--- src/rtl/hmt_pkg.sv ---
// Shared types and codes for the hotkey match table.
// Item structs, table entry layout and status/command codes.
package hmt_pkg;

  localparam int unsigned TableEntriesDefault = 64;

  localparam logic CMD_REGISTER = 1'b0;
  localparam logic CMD_KEY      = 1'b1;

  localparam logic [1:0] ST_MATCHED    = 2'd0;
  localparam logic [1:0] ST_PASS       = 2'd1;
  localparam logic [1:0] ST_REGISTERED = 2'd2;
  localparam logic [1:0] ST_FULL       = 2'd3;

  typedef struct packed {
    logic        command;
    logic [7:0]  modifier_bits;
    logic [7:0]  key_code;
    logic [1:0]  action_kind;
    logic [31:0] action_argument;
  } req_item_t;

  typedef struct packed {
    logic [1:0]  status;
    logic [1:0]  matched_kind;
    logic [31:0] matched_argument;
  } rsp_item_t;

  typedef struct packed {
    logic [7:0]  modifiers;
    logic [7:0]  key;
    logic [1:0]  kind;
    logic [31:0] argument;
  } entry_t;

  typedef struct packed {
    logic accept;
    logic scan_en;
    logic load_out;
  } ctrl_cmd_t;

  typedef struct packed {
    logic item_is_key;
    logic scan_done;
  } dp_status_t;

endpackage

--- src/rtl/hmt_ram.sv ---
// Generic single-write, single-read RAM with registered read data.
// No dependencies.
module hmt_ram #(
  parameter int unsigned WIDTH = 8,
  parameter int unsigned DEPTH = 64,
  parameter int unsigned AW    = (DEPTH > 1) ? $clog2(DEPTH) : 1
) (
  input  logic             clk,
  input  logic             we,
  input  logic [AW-1:0]    waddr,
  input  logic [WIDTH-1:0] wdata,
  input  logic [AW-1:0]    raddr,
  output logic [WIDTH-1:0] rdata
);

  logic [WIDTH-1:0] mem [DEPTH];

  always_ff @(posedge clk) begin
    if (we) begin
      mem[waddr] <= wdata;
    end
    rdata <= mem[raddr];
  end

endmodule

--- src/rtl/hmt_ctrl.sv ---
// Controller FSM for the hotkey match table: accept, scan, deliver.
// Depends on hmt_pkg.
module hmt_ctrl (
  input  logic               clk,
  input  logic               rst,
  input  logic               req_valid,
  output logic               req_ready,
  output logic               rsp_valid,
  input  logic               rsp_ready,
  input  hmt_pkg::dp_status_t stat,
  output hmt_pkg::ctrl_cmd_t  cmd
);
  import hmt_pkg::*;

  typedef enum logic [1:0] {
    S_IDLE,
    S_SCAN,
    S_FINISH
  } state_t;

  state_t state;

  assign req_ready    = (state == S_IDLE);
  assign cmd.accept   = (state == S_IDLE) && req_valid;
  assign cmd.scan_en  = (state == S_SCAN);
  assign cmd.load_out = (state == S_FINISH) && (!rsp_valid || rsp_ready);

  always_ff @(posedge clk) begin
    if (rst) begin
      state     <= S_IDLE;
      rsp_valid <= 1'b0;
    end else begin
      if (rsp_valid && rsp_ready) begin
        rsp_valid <= 1'b0;
      end
      if (cmd.load_out) begin
        rsp_valid <= 1'b1;
      end
      unique case (state)
        S_IDLE: begin
          if (cmd.accept) begin
            state <= stat.item_is_key ? S_SCAN : S_FINISH;
          end
        end
        S_SCAN: begin
          if (stat.scan_done) begin
            state <= S_FINISH;
          end
        end
        S_FINISH: begin
          if (cmd.load_out) begin
            state <= S_IDLE;
          end
        end
        default: state <= S_IDLE;
      endcase
    end
  end

  a_one_item: assert property (@(posedge clk) disable iff (rst)
    cmd.accept |=> !req_ready)
    else $error("new item taken while one is in flight");

  a_load_after_done: assert property (@(posedge clk) disable iff (rst)
    cmd.load_out |=> rsp_valid && req_ready)
    else $error("result load did not raise rsp_valid or return to idle");

endmodule

--- src/rtl/hmt_dp.sv ---
// Datapath for the hotkey match table: entry RAM, fill count, scan and result.
// Depends on hmt_pkg and hmt_ram.
module hmt_dp #(
  parameter int unsigned TABLE_ENTRIES = hmt_pkg::TableEntriesDefault
) (
  input  logic               clk,
  input  logic               rst,
  input  hmt_pkg::req_item_t  req,
  output hmt_pkg::rsp_item_t  rsp,
  input  hmt_pkg::ctrl_cmd_t  cmd,
  output hmt_pkg::dp_status_t stat
);
  import hmt_pkg::*;

  localparam int unsigned AW    = (TABLE_ENTRIES > 1) ? $clog2(TABLE_ENTRIES) : 1;
  localparam int unsigned CNT_W = $clog2(TABLE_ENTRIES + 1);
  localparam int unsigned EW    = $bits(entry_t);

  logic [CNT_W-1:0] count;
  logic [CNT_W-1:0] idx;
  logic             rd_pend;
  logic             found;
  logic [7:0]       key_mods;
  logic [7:0]       key_q;
  logic [1:0]       res_status;
  logic [1:0]       res_kind;
  logic [31:0]      res_arg;

  logic             full;
  logic             we;
  logic             issue;
  logic             hit;
  entry_t           wentry;
  entry_t           rentry;
  logic [EW-1:0]    rdata;

  assign full  = (count == CNT_W'(TABLE_ENTRIES));
  assign we    = cmd.accept && (req.command == CMD_REGISTER) && !full;
  assign issue = cmd.scan_en && !found && (idx < count);

  assign wentry.modifiers = req.modifier_bits;
  assign wentry.key       = req.key_code;
  assign wentry.kind      = req.action_kind;
  assign wentry.argument  = req.action_argument;
  assign rentry           = entry_t'(rdata);

  assign hit = rd_pend && !found &&
               (rentry.modifiers == key_mods) && (rentry.key == key_q);

  assign stat.item_is_key = (req.command == CMD_KEY);
  assign stat.scan_done   = found || (!rd_pend && !(idx < count));

  hmt_ram #(
    .WIDTH (EW),
    .DEPTH (TABLE_ENTRIES),
    .AW    (AW)
  ) u_ram (
    .clk   (clk),
    .we    (we),
    .waddr (count[AW-1:0]),
    .wdata (wentry),
    .raddr (idx[AW-1:0]),
    .rdata (rdata)
  );

  always_ff @(posedge clk) begin
    if (rst) begin
      count   <= '0;
      idx     <= '0;
      rd_pend <= 1'b0;
      found   <= 1'b0;
    end else begin
      rd_pend <= issue;
      if (we) begin
        count <= count + CNT_W'(1);
      end
      if (cmd.accept) begin
        idx   <= '0;
        found <= 1'b0;
      end else begin
        if (issue) begin
          idx <= idx + CNT_W'(1);
        end
        if (hit) begin
          found <= 1'b1;
        end
      end
    end
  end

  always_ff @(posedge clk) begin
    if (cmd.accept) begin
      key_mods <= req.modifier_bits;
      key_q    <= req.key_code;
      res_kind <= '0;
      res_arg  <= '0;
      if (req.command == CMD_KEY) begin
        res_status <= ST_PASS;
      end else begin
        res_status <= full ? ST_FULL : ST_REGISTERED;
      end
    end else if (hit) begin
      res_status <= ST_MATCHED;
      res_kind   <= rentry.kind;
      res_arg    <= rentry.argument;
    end
    if (cmd.load_out) begin
      rsp.status           <= res_status;
      rsp.matched_kind     <= res_kind;
      rsp.matched_argument <= res_arg;
    end
  end

  a_count_bound: assert property (@(posedge clk) disable iff (rst)
    count <= CNT_W'(TABLE_ENTRIES))
    else $error("fill count past table size");

  a_no_write_in_scan: assert property (@(posedge clk) disable iff (rst)
    we |-> !cmd.scan_en)
    else $error("table written during a scan");

  a_found_status: assert property (@(posedge clk) disable iff (rst)
    found |-> res_status == ST_MATCHED)
    else $error("match flagged without matched status");

  a_read_in_range: assert property (@(posedge clk) disable iff (rst)
    issue |-> idx < count)
    else $error("scan read past filled entries");

endmodule

--- src/rtl/hotkey_match_table.sv ---
// Hotkey match table top level: first-match lookup over appended bindings.
// Depends on hmt_pkg, hmt_ctrl, hmt_dp (and hmt_ram through hmt_dp).
//
//   channel  handshake            payload
//   req      req_valid/req_ready  req  (hmt_pkg::req_item_t)
//   rsp      rsp_valid/rsp_ready  rsp  (hmt_pkg::rsp_item_t)
//
// One item at a time. A register item goes from accept straight to the finish state.
// For a keystroke item the scan reads the entry RAM one entry per cycle, drains
// the last read, and stops early at the first match.
// Reset clears the fill count but not the entries; entries are never cleared.
// A waiting result sits in the output register while the next item is taken.
module hotkey_match_table #(
  parameter int unsigned TABLE_ENTRIES = hmt_pkg::TableEntriesDefault
) (
  input  logic               clk,
  input  logic               rst,
  input  logic               req_valid,
  output logic               req_ready,
  input  hmt_pkg::req_item_t req,
  output logic               rsp_valid,
  input  logic               rsp_ready,
  output hmt_pkg::rsp_item_t rsp
);
  import hmt_pkg::*;

  ctrl_cmd_t  cmd;
  dp_status_t stat;

  hmt_ctrl u_ctrl (
    .clk       (clk),
    .rst       (rst),
    .req_valid (req_valid),
    .req_ready (req_ready),
    .rsp_valid (rsp_valid),
    .rsp_ready (rsp_ready),
    .stat      (stat),
    .cmd       (cmd)
  );

  hmt_dp #(
    .TABLE_ENTRIES (TABLE_ENTRIES)
  ) u_dp (
    .clk  (clk),
    .rst  (rst),
    .req  (req),
    .rsp  (rsp),
    .cmd  (cmd),
    .stat (stat)
  );

endmodule

--- config.mk ---
export PLATFORM = sky130hd
export DESIGN_NAME = hotkey_match_table
export DESIGN_NICKNAME = d
export VERILOG_FILES = /design/src/rtl/hmt_pkg.sv /design/src/rtl/hmt_ram.sv /design/src/rtl/hmt_ctrl.sv /design/src/rtl/hmt_dp.sv /design/src/rtl/hotkey_match_table.sv
export SDC_FILE = /design/constraint.sdc
export NUM_CORES = 2
export LEC_CHECK = 0
export BUFFER_PORTS_ARGS = -buffer_cell sky130_fd_sc_hd__buf_2
export CAP_MARGIN = 20
export CORE_UTILIZATION = 59
export CTS_BUF_LIST = sky130_fd_sc_hd__clkbuf_8 sky130_fd_sc_hd__clkbuf_16
export DETAILED_ROUTE_END_ITERATION = 12
export PLACE_DENSITY = 0.74
export RECOVER_POWER = 50
export REMOVE_ABC_BUFFERS = 1
export SLEW_MARGIN = 10
export SYNTH_ARGS = -nofsm -noshare
export SYNTH_HDL_FRONTEND = slang
export SYNTH_SLANG_ARGS = --single-unit
--- constraint.sdc ---
create_clock -name clk -period 6.52 [get_ports clk]
set_clock_uncertainty 0.05 [all_clocks]
set_input_delay 0 -clock clk [delete_from_list [all_inputs] [get_ports clk]]
set_output_delay 0 -clock clk [all_outputs]
set_load 0.01 [all_outputs]
# Word-level counts from Yosys, hierarchy flattened
# Memories as Yosys holds them, arrays and structs flattened. A register that Yosys moved wholly into a read port is not among the register bits.
# Index checks and enable logic that the tools add are counted.
[word_totals]
register_bits = 107
ramBits = 3200
word_cells = 63
n_memories = 1
[memory_table]
columns = ["memory", "depth", "width", "rd", "rd_ports_with_merged_regs", "write_ports", "line_no", "source"]
rows = [
  ["u_dp.u_ram.mem", 64, 50, 1, 1, 1, "hmt_ram.sv:16", "logic [WIDTH-1:0] mem [DEPTH];"],
]
[classes]
add_sub_neg = 2
n_lt_le_gt_ge = 1
n_eq_ne = 8
muxes = 13
n_bitwise = 1
reduce_logical = 23
[ops]
columns = ["cell", "n"]
rows = [
  ["8-bit == test", 2],
  ["7-bit by 1-bit adder with 7-bit output (second input constant)", 2],
  ["2-bit 2-to-1 mux", 7],
  ["1-bit logical AND", 11],
  ["7-bit == test (second input constant)", 1],
  ["7-bit < comparator", 1],
  ["2-bit one-hot mux with 3 select lines", 1],
  ["1-bit logical NOT", 5],
  ["1-bit 2-to-1 mux", 5],
  ["2-bit inequality test (second input constant)", 2],
  ["2-bit nonzero test", 2],
  ["3-bit AND reduction", 1],
  ["2-bit by 1-bit == test with 1-bit output (second input constant)", 1],
  ["2-bit == test (second input constant)", 1],
  ["2-bit logical NOT", 1],
  ["1-bit logical OR", 2],
  ["2-bit by 1-bit inequality test with 1-bit output (second input constant)", 1],
  ["2-bit OR reduction", 1],
  ["1-bit NOT", 1],
]

# Depth between registers and ports, before layout
[depth]
depth_word = 6
depth_mapped = 11
mapped_depth_nobuf = 8

# Hierarchy
# A second synthesis with hierarchy kept.
[hier_totals]
hier_cells = 5813
hier_area_um2 = 127162.0
[modules_own_cells]
columns = ["mod", "instances", "cells_each", "area_each_um2", "seq_area_each_um2"]
rows = [
  ["hmt_ram", 1, 5457, 122950.4, 97093.1],
  ["hmt_dp", 1, 339, 4051.4, 2622.5],
  ["hmt_ctrl", 1, 17, 160.2, 60.1],
]

# Worst setup path after synthesis
# Ideal clock, no wire load.
[synth_path]
path_type = "register to register"
from = "reg u_ctrl.state[0]"
to = "mem u_dp.u_ram.mem[59][0] in the netlist's numbering (enable)"
setup_ns = 0.458
arrival_ns = 3.653
path_slack_ns = 2.360
stages_incl_launch_ff = 8
n_path_buf = 2
cell_sequence = "dfxtp_1 > clkbuf_1 > nor3b_1 > clkbuf_1 > and2_1 > and3_1 > nand3_1 > nor2_1"
[synth_via]
elab_chain_len = 6
[synth_rtl]
columns = ["element", "line_no", "source"]
rows = [
  ["start: declaration", "hmt_ctrl.sv:21", "state_t state;"],
  ["start signal: assignment", "hmt_ctrl.sv:42", "state <= stat.item_is_key ? S_SCAN : S_FINISH;"],
  ["2-bit logical NOT", "hmt_ctrl.sv:24", "assign cmd.accept = (state == S_IDLE) && req_valid;"],
  ["1-bit logical AND", "hmt_ctrl.sv:24", ""],
  ["1-bit logical AND (2 in series)", "hmt_dp.sv:38", "assign we = cmd.accept && (req.command == CMD_REGISTER) && !full;"],
  ["1-bit 2-to-1 mux", "hmt_ram.sv:19", "if (we) begin"],
  ["1-bit 2-to-1 mux (not written as such)", "hmt_ram.sv:20", "mem[waddr] <= wdata;"],
  ["end: declaration", "hmt_ram.sv:16", ""],
]
# No other way between the ends.

# Worst setup path after layout
[layout_path]
from = "reg u_ctrl.state[0]"
to = "reg u_dp.idx[3]"
[layout_via]
elab_chain_len = 3
[layout_rtl]
columns = ["element", "line_no", "source"]
rows = [
  ["2-bit by 1-bit == test with 1-bit output or 2-bit logical NOT (tied branches)", "hmt_ctrl.sv:25, hmt_ctrl.sv:24", ""],
  ["1-bit logical AND, on equally long branches", "hmt_dp.sv:39, hmt_ctrl.sv:24", ""],
  ["1-bit logical AND or 2-bit OR reduction (tied branches)", "--", ""],
  ["end signal: assignment", "hmt_dp.sv:82", "idx <= idx + CNT_W'(1);"],
  ["end: declaration", "hmt_dp.sv:20", "logic [CNT_W-1:0] idx;"],
]
# Several ways; a longest one is shown, not always the timed one.
# A chain may end at the register's enable or synchronous reset.

==> flow_summary.json <==
{
  "cts-root-buf": "clkbuf_16",
  "drc": 0,
  "antenna_found_initial": 11,
  "ys.flop_type": "edfxtp_1",
  "yosysSeqAreaShare": 0.7856,
  "maxSlewViolCount": 2785,
  "ys_warn_count": 0,
  "path_class": "flop to flop",
  "initial_core_util": 0.5964,
  "synth_top_cell_by_area": "edfxtp_1",
  "ys_top_cells_by_area": "edfxtp_1 (77%), mux4_2 (11%), mux2i_1 (4.1%)",
  "die_h_um": 466.0,
  "min_from": "req_valid",
  "wirelength_um": 330400,
  "cts_resized": 0,
  "grt-ovfl-total": 0,
  "place_area_mm2": 0.1319,
  "hpwl_um": 178200,
  "cts_htree_levels": 5,
  "synth.most_common_cell": "edfxtp_1",
  "path_buf_inv": 2,
  "critPathLaunch": "u_ctrl.state[0]$_SDFFE_PP0P_",
  "cp_common_cell": "clkbuf_1",
  "grt_pass1_wl_um": 464400,
  "stdcell_area_mm2": 0.1433,
  "tightest_slew_ns": 3.277,
  "crit_family": "buffers and inverters",
  "track_usage": 0.3040,
  "critPathMaxStageDelay_ns": 2.22,
  "cts_buffers": 340,
  "power_density_mw_per_mm2": 300.4,
  "rrSetupSlack_ns": 1.45,
  "period_minus_slack_ns": 5.069,
  "start_kind": "flop",
  "cts.clk_slew.worst_paths_ns": 0.06,
  "grt_start_max_net_pins": 113,
  "cts_tree": "done",
  "area_growth_syn_to_layout_pct": 12.87,
  "synth_cells": 5920,
  "num_vias": 64781,
  "die_area_mm2": 0.2171,
  "required_ns": 7.29,
  "relSlewSlack": -1.185,
  "setup_viol": 0,
  "cp_cell_sequence": "nor3b_1, clkbuf_1, clkbuf_1, nor2_1, nand2_1, a31oi_1, a41o_1",
  "detail-route-antenna-nets": 0,
  "crit_path_top_delay_cell": "clkbuf_1",
  "fmaxAchievable_mhz": 197.3,
  "synth_enable_flop_cells": 3254,
  "dieWidth_um": 466.0,
  "rows": 169,
  "first_pass_iters": 6,
  "fp.coreArea_mm2": 0.2129,
  "crit_path_end_kind": "flop",
  "critPathCapture": "u_dp.idx[3]$_SDFFE_PP0P_",
  "ys_ff_latch": 3357,
  "finalHoldViolCount": 0,
  "num-fill-cells": 12839,
  "drive_gt1_frac": 0.2062,
  "crit_fanout": 43,
  "syn_avg_cell_area_um2": 21.45,
  "io_buffers": 92,
  "placed_cells": 8674,
  "cap_violations": 51,
  "utilization": 0.6732,
  "cts_sinks": 3357,
  "worst-path-stages": 7,
  "p_leak_nw": 43.14,
  "reg2reg_depth": 7,
  "status": "complete, but fails checks",
  "fin_nets": 6372,
  "synthArstFlopShare": 0,
  "synthDominantCellAreaShare": 0.7694,
  "wl_per_cell_um": 35.17,
  "worstPathArrival_ns": 5.84,
  "whs_ns": 0.1186,
  "first_global_vias": 64224,
  "hold_path_class": "input port to flop",
  "cts_max_path_buffers": 4,
  "dr.first_iter.drc_count": 9295,
  "pin_count": 93,
  "violations": "max-capacitance violations, max-slew violations",
  "min_period_over_period": 0.7775,
  "gp_congestion": 0.8588,
  "synth.distinct_cells": 51,
  "r2r_end": "u_dp.idx[3]$_SDFFE_PP0P_",
  "layout.cells.non_filler": 9395,
  "clk_latency_ns": 0.95,
  "syn_area_mm2": 0.1270,
  "irDropWorstVdd_mv": 0.4940,
  "synth_commonest_cells": "edfxtp_1 (3254), mux4_2 (609), mux2i_1 (520)",
  "via_per_inst": 6.895,
  "reg2reg_from": "u_ctrl.state[0]$_SDFFE_PP0P_",
  "rsz0062_at_grt": "no",
  "cts_hold_buffers": 62,
  "post_cts_buffers": 0
}
-- state kept, by name, summed over array words and instances, names as in the netlist, 7 cells and up --
| register | flops |
|---|---|
| u_dp.count | 7 |
| u_dp.rsp | 36 |
| u_dp.key_mods | 8 |
| u_dp.u_ram.mem | 3200 |
| u_dp.u_ram.rdata | 50 |
| u_dp.res_arg | 32 |
| u_dp.key_q | 8 |
| u_dp.idx | 7 |
-- stage by stage --
step / setup slack, ns / total power (W) / setup TNS (ns)
after floorplan: -26.00 / 0.02448 / -4320.40
after global routing: 1.387 / 0.04405 / 0
final: 1.451 / 0.04306 / 0
after detailed placement: 2.427 / 0.02485 / 0
after global placement: 2.404 / 0.02481 / 0
after CTS: 2.346 / 0.04315 / 0
-- tightest hold or removal path: stages --
cell and delay (ns):
dlygate4sd3_1 0.54, buf_2 0.14, a22oi_1 0.19, o32a_1 0.17
nor2_1 0.04
-- area by class of cell --
| type | instances | area [um^2] | share of cell area |
|---|---|---|---|
| Sequential cell | 3357 | 99800 | 0.6962 |
| Multi-Input combinational cell | 2212 | 26160 | 0.1825 |
| Clock buffer | 360 | 8874 | 0.06190 |
| Tap cell | 2821 | 3530 | 0.02462 |
| Timing Repair Buffer | 386 | 3216 | 0.02243 |
| Clock inverter | 242 | 1715 | 0.01197 |
| Inverter | 11 | 41.29 | 0.0002880 |
| Antenna cell | 6 | 15.01 | 0.0001047 |
-- kinds of logic (layout without fill, tap and decap cells) --
group	count (synthesis)	after routing	share of synthesized area
flip-flops	3357	3357	0.7856
multiplexers	1138	1138	0.1498
AO/OA/AOI/OAI	604	604	0.03312
AND/OR/NAND/NOR	437	437	0.01617
buffers and inverters	351	999	0.01278
XOR/XNOR	24	24	0.001655
adder cells (fa/ha/maj)	9	9	0.0008867
other	0	6	0
-- cells in the final DEF, fill, tap and decap left out, drive strengths merged, types with 97 or more instances in the layout --
cell / synthesis / routed
clkinv: 2 / 128
mux2i: 520 / 520
buf: 188 / 185
a21oi: 97 / 97
edfxtp: 3254 / 3254
mux4: 609 / 609
nor2: 160 / 160
o22ai: 123 / 123
clkbuf: 152 / 480
a211oi: 103 / 103
dfxtp: 103 / 103
-- worst min path at each step --
stage | end | slack (ns) | depth (start not counted)
after floorplan | u_ctrl.rsp_valid$_SDFFE_PP0P_ | 0.02 | 1
after global placement | u_ctrl.rsp_valid$_SDFFE_PP0P_ | 0.26 | 3
after detailed placement | u_ctrl.rsp_valid$_SDFFE_PP0P_ | 0.29 | 3
after CTS | u_ctrl.state[1]$_SDFFE_PP0P_ | 0.04 | 6
after global routing | u_ctrl.state[1]$_SDFFE_PP0P_ | 0.11 | 5
final | u_ctrl.state[1]$_SDFFE_PP0P_ | 0.12 | 5
-- power by group --
part / leakage, nW / internal (W) / switching [W]
Combinational: 7.51 / 0.000161 / 0.000504
Sequential: 30.1 / 0.0237 / 0.0000477
Clock: 5.50 / 0.0107 / 0.00791
-- metal layers --
layer,vias to the layer above,track usage,share of wire
li1,25600,-,-
met1,33994,0.4072,0.36
met2,4407,0.4926,0.49
met3,772,0.06372,0.11
met4,8,0.1241,0.043
met5,-,0,0.00017
Note: power is estimated with default switching activity, not from simulation.
